[src/hdl/swi_pkg.sv]
// swi_pkg: shared types and constants of the sampled waveform interpolator
// holds the transfer payload structs, the status codes and the controller/datapath links
// no dependencies
package swi_pkg;

    // result status codes
    localparam logic [2:0] ST_INTERP = 3'd0;
    localparam logic [2:0] ST_FIRST  = 3'd1;
    localparam logic [2:0] ST_LAST   = 3'd2;
    localparam logic [2:0] ST_STORED = 3'd3;
    localparam logic [2:0] ST_ERROR  = 3'd4;

    // configuration register indexes
    localparam int          CFG_IDX_W      = 2;
    localparam logic [1:0]  CFG_TIME_SHIFT = 2'd0;
    localparam logic [1:0]  CFG_SPACING    = 2'd1;
    localparam logic [1:0]  CFG_COUNT      = 2'd2;

    // reset value of the sample spacing, 1.0 in unsigned q15.16
    localparam logic [30:0] SPACING_RESET = 31'd65536;

    // one restoring step per cycle, 33 quotient bits
    localparam int DIV_STEPS = 33;
    localparam int CNT_W     = $clog2(DIV_STEPS);

    typedef struct packed {
        logic               func;
        logic [7:0]         sample_index;
        logic signed [31:0] sample_value;
        logic signed [31:0] query_time;
    } t_in_item;

    typedef struct packed {
        logic signed [31:0] value;
        logic [2:0]         status;
    } t_out_item;

    // table read address select
    typedef enum logic [1:0] {
        RS_ZERO = 2'd0,
        RS_LAST = 2'd1,
        RS_K    = 2'd2,
        RS_K1   = 2'd3
    } t_rsel;

    // result value source
    typedef enum logic [1:0] {
        RES_ZERO   = 2'd0,
        RES_RAM    = 2'd1,
        RES_INTERP = 2'd2
    } t_rsrc;

    // divider load source
    typedef enum logic {
        DS_TIME = 1'b0,
        DS_PROD = 1'b1
    } t_dsrc;

    typedef struct packed {
        logic       load;
        logic       ram_we;
        logic       limit_calc;
        t_rsel      rd_sel;
        logic       res_st_we;
        logic [2:0] res_st;
        logic       res_val_we;
        t_rsrc      res_src;
        logic       div_start;
        t_dsrc      div_src;
        logic       div_step;
        logic       latch_kf;
        logic       cap_y1;
        logic       cap_diff;
        logic       out_load;
    } t_cmd;

    typedef struct packed {
        logic func;
        logic idx_err;
        logic n_zero;
        logic t_le_zero;
        logic t_ge_limit;
    } t_stat;

endpackage

[src/hdl/swi_ctrl.sv]
// swi_ctrl: sequencing state machine of the interpolator
// depends on swi_pkg; drives the datapath through swi_pkg::t_cmd
module swi_ctrl (
    input  logic           i_clk,
    input  logic           i_rst_n,
    input  logic           i_in_valid,
    output logic           o_in_ready,
    output logic           o_out_valid,
    input  logic           i_out_ready,
    input  swi_pkg::t_stat i_stat,
    output swi_pkg::t_cmd  o_cmd
);

    typedef enum logic [11:0] {
        S_IDLE   = 12'b0000_0000_0001,
        S_DECODE = 12'b0000_0000_0010,
        S_LIMIT  = 12'b0000_0000_0100,
        S_CLAMP  = 12'b0000_0000_1000,
        S_DIV1   = 12'b0000_0001_0000,
        S_RD0    = 12'b0000_0010_0000,
        S_RD1    = 12'b0000_0100_0000,
        S_RD2    = 12'b0000_1000_0000,
        S_MUL    = 12'b0001_0000_0000,
        S_DIV2   = 12'b0010_0000_0000,
        S_FIN    = 12'b0100_0000_0000,
        S_DONE   = 12'b1000_0000_0000
    } t_state;

    localparam logic [swi_pkg::CNT_W-1:0] CNT_LAST = swi_pkg::CNT_W'(swi_pkg::DIV_STEPS - 1);

    t_state                    r_state, n_state;
    logic [swi_pkg::CNT_W-1:0] r_cnt, n_cnt;
    logic                      r_out_valid, n_out_valid;
    swi_pkg::t_cmd             cmd;

    always_ff @(posedge i_clk) begin
        if (!i_rst_n) begin
            r_state     <= S_IDLE;
            r_cnt       <= '0;
            r_out_valid <= 1'b0;
        end else begin
            r_state     <= n_state;
            r_cnt       <= n_cnt;
            r_out_valid <= n_out_valid;
        end
    end

    always_comb begin
        n_state     = r_state;
        n_cnt       = r_cnt;
        n_out_valid = r_out_valid;

        cmd.load       = 1'b0;
        cmd.ram_we     = 1'b0;
        cmd.limit_calc = 1'b0;
        cmd.rd_sel     = swi_pkg::RS_ZERO;
        cmd.res_st_we  = 1'b0;
        cmd.res_st     = swi_pkg::ST_ERROR;
        cmd.res_val_we = 1'b0;
        cmd.res_src    = swi_pkg::RES_ZERO;
        cmd.div_start  = 1'b0;
        cmd.div_src    = swi_pkg::DS_TIME;
        cmd.div_step   = 1'b0;
        cmd.latch_kf   = 1'b0;
        cmd.cap_y1     = 1'b0;
        cmd.cap_diff   = 1'b0;
        cmd.out_load   = 1'b0;

        if (r_out_valid && i_out_ready) begin
            n_out_valid = 1'b0;
        end

        unique case (r_state)
            S_IDLE: begin
                if (i_in_valid) begin
                    cmd.load = 1'b1;
                    n_state  = S_DECODE;
                end
            end
            S_DECODE: begin
                priority if (!i_stat.func) begin
                    cmd.ram_we     = !i_stat.idx_err;
                    cmd.res_st_we  = 1'b1;
                    cmd.res_st     = i_stat.idx_err ? swi_pkg::ST_ERROR : swi_pkg::ST_STORED;
                    cmd.res_val_we = 1'b1;
                    n_state        = S_DONE;
                end else if (i_stat.n_zero) begin
                    cmd.res_st_we  = 1'b1;
                    cmd.res_st     = swi_pkg::ST_ERROR;
                    cmd.res_val_we = 1'b1;
                    n_state        = S_DONE;
                end else begin
                    cmd.limit_calc = 1'b1;
                    n_state        = S_LIMIT;
                end
            end
            S_LIMIT: begin
                cmd.res_st_we = 1'b1;
                priority if (i_stat.t_le_zero) begin
                    cmd.rd_sel = swi_pkg::RS_ZERO;
                    cmd.res_st = swi_pkg::ST_FIRST;
                    n_state    = S_CLAMP;
                end else if (i_stat.t_ge_limit) begin
                    cmd.rd_sel = swi_pkg::RS_LAST;
                    cmd.res_st = swi_pkg::ST_LAST;
                    n_state    = S_CLAMP;
                end else begin
                    cmd.res_st    = swi_pkg::ST_INTERP;
                    cmd.div_start = 1'b1;
                    cmd.div_src   = swi_pkg::DS_TIME;
                    n_cnt         = '0;
                    n_state       = S_DIV1;
                end
            end
            S_CLAMP: begin
                cmd.res_val_we = 1'b1;
                cmd.res_src    = swi_pkg::RES_RAM;
                n_state        = S_DONE;
            end
            S_DIV1: begin
                cmd.div_step = 1'b1;
                n_cnt        = r_cnt + 1'b1;
                if (r_cnt == CNT_LAST) begin
                    n_cnt   = '0;
                    n_state = S_RD0;
                end
            end
            S_RD0: begin
                cmd.rd_sel   = swi_pkg::RS_K;
                cmd.latch_kf = 1'b1;
                n_state      = S_RD1;
            end
            S_RD1: begin
                cmd.rd_sel = swi_pkg::RS_K1;
                cmd.cap_y1 = 1'b1;
                n_state    = S_RD2;
            end
            S_RD2: begin
                cmd.cap_diff = 1'b1;
                n_state      = S_MUL;
            end
            S_MUL: begin
                cmd.div_start = 1'b1;
                cmd.div_src   = swi_pkg::DS_PROD;
                n_cnt         = '0;
                n_state       = S_DIV2;
            end
            S_DIV2: begin
                cmd.div_step = 1'b1;
                n_cnt        = r_cnt + 1'b1;
                if (r_cnt == CNT_LAST) begin
                    n_cnt   = '0;
                    n_state = S_FIN;
                end
            end
            S_FIN: begin
                cmd.res_val_we = 1'b1;
                cmd.res_src    = swi_pkg::RES_INTERP;
                n_state        = S_DONE;
            end
            S_DONE: begin
                if (!r_out_valid || i_out_ready) begin
                    cmd.out_load = 1'b1;
                    n_out_valid  = 1'b1;
                    n_state      = S_IDLE;
                end
            end
            default: begin
                n_state = S_IDLE;
            end
        endcase
    end

    assign o_cmd       = cmd;
    assign o_in_ready  = (r_state == S_IDLE);
    assign o_out_valid = r_out_valid;

    a_accept_decodes: assert property (@(posedge i_clk) disable iff (!i_rst_n)
        (i_in_valid && o_in_ready) |=> (r_state == S_DECODE))
        else $error("accepted item did not enter decode");

    a_cnt_idle: assert property (@(posedge i_clk) disable iff (!i_rst_n)
        !(r_state == S_DIV1 || r_state == S_DIV2) |-> (r_cnt == '0))
        else $error("step counter running outside a division");

    a_no_overwrite: assert property (@(posedge i_clk) disable iff (!i_rst_n)
        cmd.out_load |-> (!r_out_valid || i_out_ready))
        else $error("result register overwritten before transfer");

endmodule

[config.mk]
export PLATFORM = sky130hd
export DESIGN_NAME = swi_ctrl
export DESIGN_NICKNAME = d
export VERILOG_FILES = /design/src/hdl/swi_pkg.sv /design/src/hdl/swi_ctrl.sv
export SDC_FILE = /design/constraint.sdc
export NUM_CORES = 1
export LEC_CHECK = 0
export ABC_AREA = 1
export BUFFER_PORTS_ARGS = -buffer_cell sky130_fd_sc_hd__buf_2
export CAP_MARGIN = 20
export CORE_MARGIN = 1
export CORE_UTILIZATION = 40
export CTS_CLUSTER_DIAMETER = 200
export DETAILED_ROUTE_END_ITERATION = 7
export GPL_TIMING_DRIVEN = 0
export PLACE_DENSITY_LB_ADDON = 0.05
export SLEW_MARGIN = 10
export SYNTH_ARGS = -nofsm -noshare
export SYNTH_HDL_FRONTEND = slang
export SYNTH_SLANG_ARGS = --single-unit
[constraint.sdc]
create_clock -name i_clk -period 3.1 [get_ports i_clk]
set_input_delay 0.62 -clock i_clk [delete_from_list [all_inputs] [get_ports i_clk]]
set_output_delay 0.62 -clock i_clk [all_outputs]
set_load 0.1 [all_outputs]
==> metrics.md, run 1 <==
| Metric | Value |
|---|---|
| Yosys warning count | 0 |
| WP buf/inv | 2 |
| Reg2reg end | r_state[11] |
| Post-synth cell types | 31 |
| Pre-Repair DR Iteration Count | 6 |
| Total power draw | between 1 and 1.5 mW |
| Critical path capture point type | primary output |
| Peak supply drop | between 0.0003 and 0.0004 V |
| Fin Hold WS | around 520 ps |
| Worst slew margin | approximately two thirds |
| Syn Inst Count | around 200 |
| Final WL | between 2000 and 3000 um |
| Initial drt markers | 47 |
| Hold Path Depth | 2 |
| Pint | about 0.46 mW |
| Layout Area Growth over Synthesis | 17.9% |
| TritonCTS Sinks | 19 |
| # DRC | 0 |
| Measured slew at the worst slew-check pin | roughly 490 ps |
| PortBufs | 29 |
| Post-synth top cells | 41 x inv_1, 37 x nand2_1, 32 x nor2_1 |
| Post-CTS setup buffer count | 0 |
| DIE WIDTH | 59.1 um |
| Number of I/O pins | 30 |
| Metal-1 WL | between 1000 and 1500 um |
| Clock share of power | roughly an eighth |
| Largest family of logic cells by synthesized area | simple AND/OR/NAND/NOR gates |
| Comb pwr share | 57.8% |
| TNS Setup | 0 ps |
| Tmin final | approximately 2600 ps |
| Rows | 20 |
| Max incr delay on CP | 460 ps |
| Cts bufs inserted | 3 |
| Die area | roughly 3500 um^2 |
| Compound-Gate Fraction of Synth Area | under 10% |
| RR Startpoint | r_cnt[0] |
| Critical path's top delay family | buffers and inverters |
| Fmax | between 300 and 400 MHz |
| Count leader, synth | inv_1 |
| Max Clock Skew | between 7 and 8 ps |
| Final hold vios | 0 |
| RSZ-0062 raised after global routing | no |
| GPL Wtd Cong | between 0.7 and 0.8 |
| Maximum Capacitance Violations | 0 |
| Largest net degree at the start of global routing | 11 |
| Synth Area in XOR/XNOR | less than 1% |
| HP Class | reg2reg |
| Data required time of the worst path | ~2500 ps |
| Worst-path maximum fanout | 6 |
| Synth Area in Simple Gates | between 40% and 50% |
| Final non-filler cell total | 273 |
| Final setup vio count | 0 |
| Predominant post-synthesis flop cell | dfxtp_1 |
| P_leak | between 0.8 and 0.9 nW |
| Slowest cell on the critical path | buf_2 |
| DP Wirelength | about 2400 um |
| Number of synthesized flops with an enable pin | 0 |
| Routed Antenna Nets | 0 |
| CP Class | reg2out |
| Total congestion overflow | 0 |
| Status | finished clean |
| Cts hold-fix bufs | 0 |
| Die H | roughly 60 um |
| Crit path launch type | flop |
| Antenna violations before repair | 0 |
| Via density per instance | roughly 4.5 |
| Cells after DPL | 269 |
| Syn_area_per_cell | between 6 and 7 um^2 |
| Net Sw Frac | 54.1% |
| Initial Util | a little over two fifths |
| CTS-repair resized insts | 0 |
| Seq/Total Area, Yosys | a little under 30% |
| Vias in the first global route | 1,123 |
| Mux cell area share after synthesis | 0% |
| Pins Over Slew Limit | 0 |
| Share of layout cells above drive strength 1 | roughly a quarter |
| Yosys top cell area share | around 29% |
| TritonCTS clock tree | built |
| Power per cell area | around 650 nW/um^2 |
| Post-synthesis adder-cell area fraction | under 10% |
| Post-synth ARST share | 0% |
| Global-route wire length before repair | between 4000 and 5000 um |
| Uppermost layer routed | met4 |
| Worst skew pair latency | 300 ps |
| Net Switching | between 0.5 and 0.6 mW |
| Wire per inst | 10.7 um |
| Leading area contributor after synthesis | dfxtp_1 |
| Synthesized area | between 1000 and 1500 um^2 |
| Met2 Wirelength | ~1500 um |
| Synth area leaders | dfxtp_1 29%, inv_1 12%, nand2_1 11% |
| Routed wl met3 | approximately 95 um |
| Clock transition at the registers of the reported paths | 110 ps |
| R2R cell count | 7 |
| Core Box Area | just over 3000 um^2 |
| Worst Path Arrival | slightly below 2000 ps |
| Clock Path Buffers | 2 |
| Hold path endpoint | r_cnt[3] |
| H-tree level count | 1 |
| Ant diodes | 0 |
| CP Cell Sequence | nor2_1, nand2_2, nor2_4, inv_1, o21ai_1, o21bai_1, buf_2 |
| Vias | ~1,200 |
| Flop2flop setup slack | around 1500 ps |
| Syn nets | approximately 210 |
| Reg power frac | approximately 29% |
| Nets | between 200 and 250 |
| CTS root buffer | clkbuf_4 |
| Final period utilization | roughly 84% |
| Tot GR Track Use | a little under a fifth |
| Hold_sp | r_cnt[3] |
| #FFs+latches synth | 19 |
[layer usage]
| metal | GRT usage (%) | up-vias |
|---|---|---|
| met4 | 4.08 | 0 |
| met3 | 2.84 | 2 |
| met1 | 21.1 | 539 |
| li1 | - | 668 |
| met2 | 34.1 | 24 |
| met5 | 0 | - |
[worst max path at each step]
stage | start | to | cells past startpoint
after floorplan | r_state[4] | o_cmd[10] | 7
after global placement | r_state[4] | o_cmd[9] | 7
after detailed placement | r_state[6] | o_cmd[14] | 8
after CTS | r_state[6] | o_cmd[14] | 8
after global routing | r_state[6] | o_cmd[10] | 8
final | r_state[6] | o_cmd[9] | 7
[flip-flops by register name, summed over array words and instances, names as in the netlist]
register,count
o_out_valid,1
r_cnt,6
r_state,12
[layout make-up]
class	count	area (um^2)
plain buffers	2	16.3
clock buffers	4	26.3
fillers	332	1540
inverters	43	164
multi-input cells	132	749
flip-flops and latches	19	380
well taps	44	55.1
repair buffers	29	145
[cells in the final DEF, fill, tap and decap left out, drive strengths merged]
cell type / count
a21oi: 7
buf: 31
clkbuf: 4
clkinv: 1
dfxtp: 19
ha: 2
inv: 42
nand2: 45
nand3: 15
nand4: 2
nor2: 39
nor3: 6
nor3b: 2
o21ai: 12
o21bai: 1
xor2: 1
[stage by stage]
| step | cell area (um^2) | utilization (%) | setup slack, ps |
|---|---|---|---|
| floorplan | 1310 | - | -259 |
| global placement | 1510 | 49.1 | 846 |
| detailed placement | 1510 | 49.1 | 818 |
| CTS | 1540 | 49.9 | 470 |
| global route | 1540 | 49.9 | 326 |
| finish | 1540 | 49.9 | 500 |
[worst register-to-register path, stage by stage, from the launching register on]
cell	delay, ps
dfxtp_1	360
inv_1	90
ha_1	170
nand4_1	300
a21oi_4	360
nand3_1	150
nand2_1	90
nor2_1	40
[power by group through the flow]
stage                     clock, mW  sequential, mW  combinational (mW)
after detailed placement          0           0.300               0.580
after global placement            0           0.298               0.576
after floorplan                   0           0.296               0.495
final                         0.128           0.294               0.578
after CTS                     0.138           0.294               0.583
after global routing          0.150           0.298               0.626
[cells by family after synthesis]
group / Yosys count
and+or+nand+nor: 109
AOI/OAI and AO/OA: 20
buffers and inverters: 45
xor gates and xnor gates: 1
adders and majority gates: 2
DFF: 19
Power figures use the tool's default switching activity.
==> run 2: changes to the inputs <==
==> constraint.sdc (replaced) <==
create_clock -name i_clk -period 2.4 [get_ports i_clk]
set_input_delay 0.48 -clock i_clk [delete_from_list [all_inputs] [get_ports i_clk]]
set_output_delay 0.48 -clock i_clk [all_outputs]
set_load 0.1 [all_outputs]
==> run 2 against run 1 <==
Critical path depth unchanged. Clock-buffer cell count decreased by 1. Clock power increased by 34%. Non-clock buffer count increased by 2. Total power increased by 36%. Final cell count increased by 0.73%. First-iteration DRC count decreased by 26%. Die area unchanged. Register-to-register slack got worse by 640 ps. Core utilization increased by 4.8 points. Global-route usage increased by 2.0 points. Combinational power increased by 41%. Critical endpoint unchanged.
==> metrics.md, run 2 (same netlist as run 1, synthesis figures left out) <==
| Metric | Value |
|---|---|
| Layout Area Growth over Synthesis | 29.1% |
| PortBufs | 29 (unchanged) |
| Net Sw Frac | 53.7% (-0.40 points) |
| Measured slew at the worst slew-check pin | 485 ps (-5.17 ps) |
| Critical path's top delay family | simple AND/OR/NAND/NOR gates |
| Final WL | 3030 um (+4.2%) |
| Total congestion overflow | 0 (unchanged) |
| Reg2reg end | r_state[11] |
| Worst slew margin | 67.9% (+0.34 points) |
| Die area | 3490 um^2 (unchanged) |
| Worst skew pair latency | 300 ps (about the same) |
| Clock Path Buffers | 2 (unchanged) |
| Pre-Repair DR Iteration Count | 4 (-2) |
| Tmin final | 2300 ps |
| H-tree level count | 1 (unchanged) |
| Global-route wire length before repair | 5150 um (+8.7%) |
| Crit path launch type | flop |
| Hold path endpoint | r_state[3] |
| Tot GR Track Use | 20.0% (+2.0 points) |
| Final period utilization | 95.7% |
| DP Wirelength | 2340 um (-1.1%) |
| RR Startpoint | r_cnt[0] |
| Hold Path Depth | 3 (+1) |
| Cts hold-fix bufs | 0 (unchanged) |
| Clock transition at the registers of the reported paths | 110 ps (about the same) |
| Largest net degree at the start of global routing | 12 (+1) |
| Critical path capture point type | primary output |
| Cts bufs inserted | 3 (unchanged) |
| Peak supply drop | 0.00123 V (+280%) |
| Routed Antenna Nets | 0 (unchanged) |
| WP buf/inv | 2 (unchanged) |
| Reg power frac | 27.9% (-1.5 points) |
| Initial drt markers | 35 (-26%) |
| TritonCTS Sinks | 19 (unchanged) |
| Max reg flops | 12 (unchanged) |
| CP Class | reg2out |
| Maximum Capacitance Violations | 0 (unchanged) |
| Max incr delay on CP | 360 ps (-100 ps) |
| Final hold vios | 0 (unchanged) |
| HP Class | in2reg |
| Vias | 1,273 (+3.2%) |
| CP Cell Sequence | nor2_2, nand2_2, nor2_4, inv_1, o21ai_1, o21bai_2, buf_6 |
| Total power draw | 1.36 mW (+36%) |
| Fmax | about 440 MHz |
| Vias in the first global route | 1,145 (+2.0%) |
| P_leak | 0.922 nW (+4.2%) |
| TritonCTS clock tree | built |
| Slowest cell on the critical path | dfxtp_1 |
| Number of I/O pins | 30 (unchanged) |
| Share of layout cells above drive strength 1 | 33.3% (+6.7 points) |
| Ant diodes | 0 (unchanged) |
| Max Clock Skew | 1.91 ps (-6.03 ps) |
| DIE WIDTH | 59.1 um (unchanged) |
| Clock share of power | 12.5% (-0.3 points) |
| Antenna violations before repair | 0 (unchanged) |
| Core Util, Final | 54.7% (+4.8 points) |
| Status | finished clean |
| Power per cell area | 811 nW/um^2 (+25%) |
| Pint | 0.632 mW (+38%) |
| Die H | 59.1 um (unchanged) |
| Nets | 243 (+0.83%) |
| Net Switching | 0.733 mW (+35%) |
| Via density per instance | 4.63 (+2.5%) |
| GPL Wtd Cong | 0.781 (+1.0%) |
| Initial Util | 42.4% (unchanged) |
| Core Box Area | 3080 um^2 (unchanged) |
| Worst Path Arrival | 1820 ps (-160 ps) |
| Hold_sp | i_stat[1] |
| Worst-path maximum fanout | 6 (unchanged) |
| CTS root buffer | clkbuf_4 |
| Flop2flop setup slack | 810 ps (-640 ps) |
| Comb pwr share | 59.6% (+1.8 points) |
| Pins Over Slew Limit | 0 (unchanged) |
| R2R cell count | 7 (unchanged) |
| Register with the most flip-flops | r_state |
| Most common cell after layout, fill and taps aside | inv_1 |
| # DRC | 0 (unchanged) |
| Final setup vio count | 0 (unchanged) |
| Most frequent cells in the layout | 40 x inv_1, 34 x nand2_1, 28 x nor2_1, 21 x buf_2, 17 x dfxtp_1 |
| Fin Hold WS | 433 ps (-85.3 ps) |
| Wire per inst | 11.0 um (+3.5%) |
| Rows | 20 (unchanged) |
| Data required time of the worst path | 1920 ps (-560 ps) |
run 2: worst max path at each step:
| stage | from | endpoint | slack, ps | cells past startpoint |
|---|---|---|---|---|
| 2_1_floorplan | r_state[4] | o_cmd[10] | -380 | 7 |
| 3_3_place_gp | r_state[4] | o_cmd[14] | 160 | 8 |
| 3_5_place_dp | r_state[4] | o_cmd[14] | 130 | 8 |
| 4_1_cts | r_state[4] | o_cmd[10] | 10 | 8 |
| 5_1_grt | r_state[5] | o_cmd[12] | -2 | 9 |
| 6_report | r_state[6] | o_cmd[9] | 100 | 7 |
run 2: layer usage:
metal / share of wire, % / track usage, % / up-vias
met5: 0 / 0 / -
met4: 1.7 / 10.5 / 0
met3: 3.1 / 3.28 / 5
met2: 47 / 30.5 / 27
met1: 49 / 27.1 / 570
li1: - / - / 671
run 2: per-stage QoR:
stage                     worst slack (ps)  area [um^2]  instances  TNS [ps]
after global placement                 161         1540        269         0
after global routing                 -2.05         1680        275     -2.05
after detailed placement               128         1540        269         0
final                                  104         1680        275         0
after CTS                             9.75         1600        273         0
after floorplan                       -382         1340        196     -1760
run 2: power by group through the flow:
stage / sequential [mW] / clock (mW) / combinational [mW]
finish: 0.381 / 0.171 / 0.813
CTS: 0.380 / 0.175 / 0.770
detailed placement: 0.387 / 0 / 0.763
floorplan: 0.383 / 0 / 0.654
global placement: 0.385 / 0 / 0.756
global route: 0.387 / 0.192 / 0.874
run 2: layout make-up:
cell class                      count  area [um^2]
Sequential cell                    19          383
Tap cell                           44         55.1
Clock buffer                        3         22.5
Clock inverter                      1         5.00
Buffer                              2         16.3
Inverter                           43          164
Multi-Input combinational cell    132          811
Fill cell                         324         1400
Timing Repair Buffer               31          226
run 2: what timing repair did:
action	4_1_cts	5_1_grt
pin swaps	0	5
resized for setup	8	17
buffers inserted	0	2
endpoints found under the setup margin	5	10
run 2: worst min-delay path, delay by kind of cell:
kind	cells	cell delay (ps)
and+or+nand+nor	1	70
AOI/OAI and AO/OA	1	60
buffers and inverters	1	90
==> run 3: changes to the inputs <==
--- a/config.mk
+++ b/config.mk
@@ -5,7 +5,6 @@
 export SDC_FILE = /design/constraint.sdc
 export NUM_CORES = 1
 export LEC_CHECK = 0
-export ABC_AREA = 1
 export BUFFER_PORTS_ARGS = -buffer_cell sky130_fd_sc_hd__buf_2
 export CAP_MARGIN = 20
 export CORE_MARGIN = 1
==> run 3 against run 2 <==
The flow now finishes with violations (negative setup slack). Sequential power is 15% lower. Core utilization is 9.1 points higher. Final area is 27% higher. Final cell count is 4.4% lower. Sequential share of layout area is 3.5 points lower. Flip-flop and latch count stayed put. Clock power is 4% higher. Critical path type unchanged. Die area is 7.1% higher. Register-to-register slack worse by 420 ps.
==> metrics.md, run 3 <==
| Metric | Value |
|---|---|
| Initial drt markers | 60 (+71%) |
| Syn Inst Count | 167 (-15%) |
| Final setup vio count | 2 (+2) |
| Clock share of power | 25.2% (+13 points) |
| Leading area contributor after synthesis | dfxtp_1 |
| Tmin final | 2470 ps (+178 ps) |
| Fill cells | 307 (-5.2%) |
| Measured slew at the worst slew-check pin | 509 ps (+24.3 ps) |
| Syn_area_per_cell | 8.38 um^2 (+26%) |
| Layout Area Growth over Synthesis | 52.1% |
| HP Class | in2reg |
| Worst slew margin | 65.6% (-2.3 points) |
| Power per cell area | 331 nW/um^2 (-59%) |
| Initial Util | 42.0% (-0.40 points) |
| Rows | 21 (+5.0%) |
| CP Cell Sequence | or4_4, nor2_4, and4b_2, or2_4, buf_12 |
| Count leader, synth | dfxtp_1 |
| Core Util, Final | 63.8% (+9.1 points) |
| H-tree level count | 1 (unchanged) |
| Reg power frac | 46.1% (+18 points) |
| Pre-Repair DR Iteration Count | 4 (unchanged) |
| Wire per inst | 15.3 um (+39%) |
| Worst skew pair latency | 310 ps (about the same) |
| #FFs+latches synth | 19 (unchanged) |
| Post-synth cell types | 54 (+74%) |
| CP Class | reg2out |
| Register with the most flip-flops | r_state |
| Vias in the first global route | 1,286 (+12%) |
| RSZ-0062 raised after global routing | yes |
| Final hold vios | 0 (unchanged) |
| Global-route wire length before repair | 6230 um (+21%) |
| Via density per instance | 5.52 (+19%) |
| Comb pwr share | 28.7% (-31 points) |
| Pins Over Slew Limit | 0 (unchanged) |
| Data required time of the worst path | 1920 ps (about the same) |
| Core Box Area | 3340 um^2 (+8.4%) |
| Final non-filler cell total | 263 (-4.4%) |
| Ant diodes | 0 (unchanged) |
| Nets | 229 (-5.8%) |
| Tot GR Track Use | 22.8% (+2.8 points) |
| Final WL | 4030 um (+33%) |
| Flop2flop setup slack | 390 ps (-420 ps) |
| Setup ws final | -73.8 ps (-178 ps) |
| Net Switching | 0.262 mW (-64%) |
| Number of I/O pins | 30 (unchanged) |
| TritonCTS clock tree | built |
| Largest net degree at the start of global routing | 12 (unchanged) |
| Slowest cell on the critical path | or4_4 |
| PortBufs | 28 (-3.4%) |
| Clock Path Buffers | 2 (unchanged) |
| TritonCTS Sinks | 19 (unchanged) |
| Pint | 0.442 mW (-30%) |
| Hold Path Depth | 2 (-1) |
| Most frequent cells in the layout | 28 x buf_4, 10 x nand2_1, 10 x buf_2, 9 x nor2_1, 9 x dfxtp_1 |
| Post-synth top cells | 19 x dfxtp_1, 15 x nor2_1, 10 x nand2_1 |
| WP buf/inv | 1 (-1) |
| Cts bufs inserted | 3 (unchanged) |
| Critical path capture point type | primary output |
| Worst Path Arrival | 1990 ps (+170 ps) |
| Cells after DPL | 241 (-10%) |
| Yosys warning count | 0 (unchanged) |
| Seq/Total Area, Yosys | 27.2% (-2.0 points) |
| R2R cell count | 6 (-1) |
| Fmax | 404 MHz (-7.2%) |
| Yosys top cell area share | 27.2% (-2.0 points) |
| Final period utilization | 103% (+7.4 points) |
| Antenna violations before repair | 0 (unchanged) |
| Clock transition at the registers of the reported paths | 120 ps (about the same) |
| Peak supply drop | 0.000168 V (-86%) |
| Crit path launch type | flop |
| CTS root buffer | clkbuf_4 |
| Routed Antenna Nets | 0 (unchanged) |
| Maximum Capacitance Violations | 0 (unchanged) |
| Total congestion overflow | 0 (unchanged) |
| P_leak | 0.875 nW (-5.1%) |
| Max Clock Skew | 6.03 ps (+4.12 ps) |
| DP Wirelength | 2700 um (+16%) |
| Vias | 1,453 (+14%) |
| Max reg flops | 12 (unchanged) |
| Synth area leaders | dfxtp_1 27%, nor4_4 4.6%, nor2_1 4.0% |
| Synthesized area | 1400 um^2 (+7.4%) |
| Reg2reg end | r_state[2] |
| Net Sw Frac | 37.2% (-17 points) |
| Number of synthesized flops with an enable pin | 0 (unchanged) |
| Syn nets | 178 (-14%) |
| Most common cell after layout, fill and taps aside | buf_4 |
| Post-synth ARST share | 0% (unchanged) |
| Hold path endpoint | r_state[1] |
| Hold_sp | i_in_valid |
| Max incr delay on CP | 550 ps (+190 ps) |
| Worst-path maximum fanout | 4 (-2) |
| DIE WIDTH | 61.2 um (+3.5%) |
| Die H | 61.2 um (+3.5%) |
| # DRC | 0 (unchanged) |
| Predominant post-synthesis flop cell | dfxtp_1 |
| RR Startpoint | r_cnt[0] |
| Share of layout cells above drive strength 1 | 50.7% (+17 points) |
| Violations in the final reports | negative setup slack |
| GPL Wtd Cong | 0.867 (+11%) |
| Critical path's top delay family | simple AND/OR/NAND/NOR gates |
| Status | finished with violations |
| Die area | 3740 um^2 (+7.1%) |
[run 3: changes by cell type after synthesis, moves of 4 or more]
cell | previous run | this run
and2_1 | 0 | 4
buf_4 | 0 | 5
inv_1 | 41 | 6
nand2_1 | 37 | 10
nand3_1 | 13 | 8
nor2_1 | 32 | 15
nor2b_1 | 0 | 7
nor3_1 | 3 | 9
o21ai_0 | 4 | 9
o21ai_1 | 7 | 0
[run 3: timing repair]
| item | in CTS | in global routing |
|---|---|---|
| endpoints found under the setup margin | 20 | 20 |
| resized for setup | 57 | 25 |
| gates cloned | 0 | 0 |
| pin swaps | 11 | 6 |
| setup buffers | 16 | 9 |
| hold buffers | 0 | 0 |
[run 3: area by class of cell]
type	instances	area, um^2	share of cell area [%]
Multi-Input combinational cell	131	1100	51.5
Buffer	3	18.8	0.881
Tap cell	46	57.6	2.70
Sequential cell	19	410	19.3
Clock buffer	3	22.5	1.06
Inverter	7	30.0	1.41
Timing Repair Buffer	53	489	23.0
Clock inverter	1	5.00	0.235
[run 3: per-layer routing]
metal | wire, um | part of all wire (%) | track usage (%) | vias up
met5 | 0 | 0 | 0 | -
met2 | 1860 | 46 | 35.4 | 43
met4 | 48 | 1.2 | 6.82 | 0
li1 | - | - | - | 724
met1 | 1920 | 48 | 32.9 | 682
met3 | 206 | 5.1 | 2.73 | 4
[run 3: cell families (layout without fill, tap and decap cells)]
logic type               count (synthesis)  count (layout)  synth area share, %
multiplexers                             1               1                0.715
flip-flops                              19              19                 27.2
AND/OR/NAND/NOR                         95              95                 45.0
adder cells (fa/ha/maj)                  2               2                 1.79
buffers and inverters                   17              67                 8.13
XOR/XNOR                                 4               4                 2.50
AO/OA/AOI/OAI                           29              29                 14.7
[run 3: worst max-delay path by stage]
stage	slack (ps)	startpoint	cells past startpoint	to
after floorplan	-350	r_state[4]	4	o_cmd[17]
after global placement	-510	r_state[4]	6	o_cmd[9]
after detailed placement	-530	r_state[4]	6	o_cmd[9]
after CTS	-100	r_state[5]	7	o_cmd[9]
after global routing	-120	r_state[11]	5	o_cmd[15]
final	-70	r_state[11]	5	o_cmd[15]
[run 3: power groups by stage]
| stage | Sequential, mW | Combinational [mW] | Clock [mW] |
|---|---|---|---|
| after global routing | 0.325 | 0.213 | 0.195 |
| after detailed placement | 0.333 | 0.174 | 0 |
| after global placement | 0.333 | 0.172 | 0 |
| after CTS | 0.329 | 0.191 | 0.185 |
| final | 0.325 | 0.202 | 0.177 |
| after floorplan | 0.332 | 0.140 | 0 |
[run 3: through the flow]
stage	power, mW	TNS (ps)	setup slack [ps]	instance area [um^2]	hold WS [ps]
after floorplan	0.472	-1300	-355	1510	489
after global placement	0.505	-1480	-513	1700	490
after detailed placement	0.508	-1630	-531	1700	513
after CTS	0.704	-274	-101	1990	456
after global routing	0.733	-591	-124	2130	480
final	0.704	-126	-73.8	2130	472
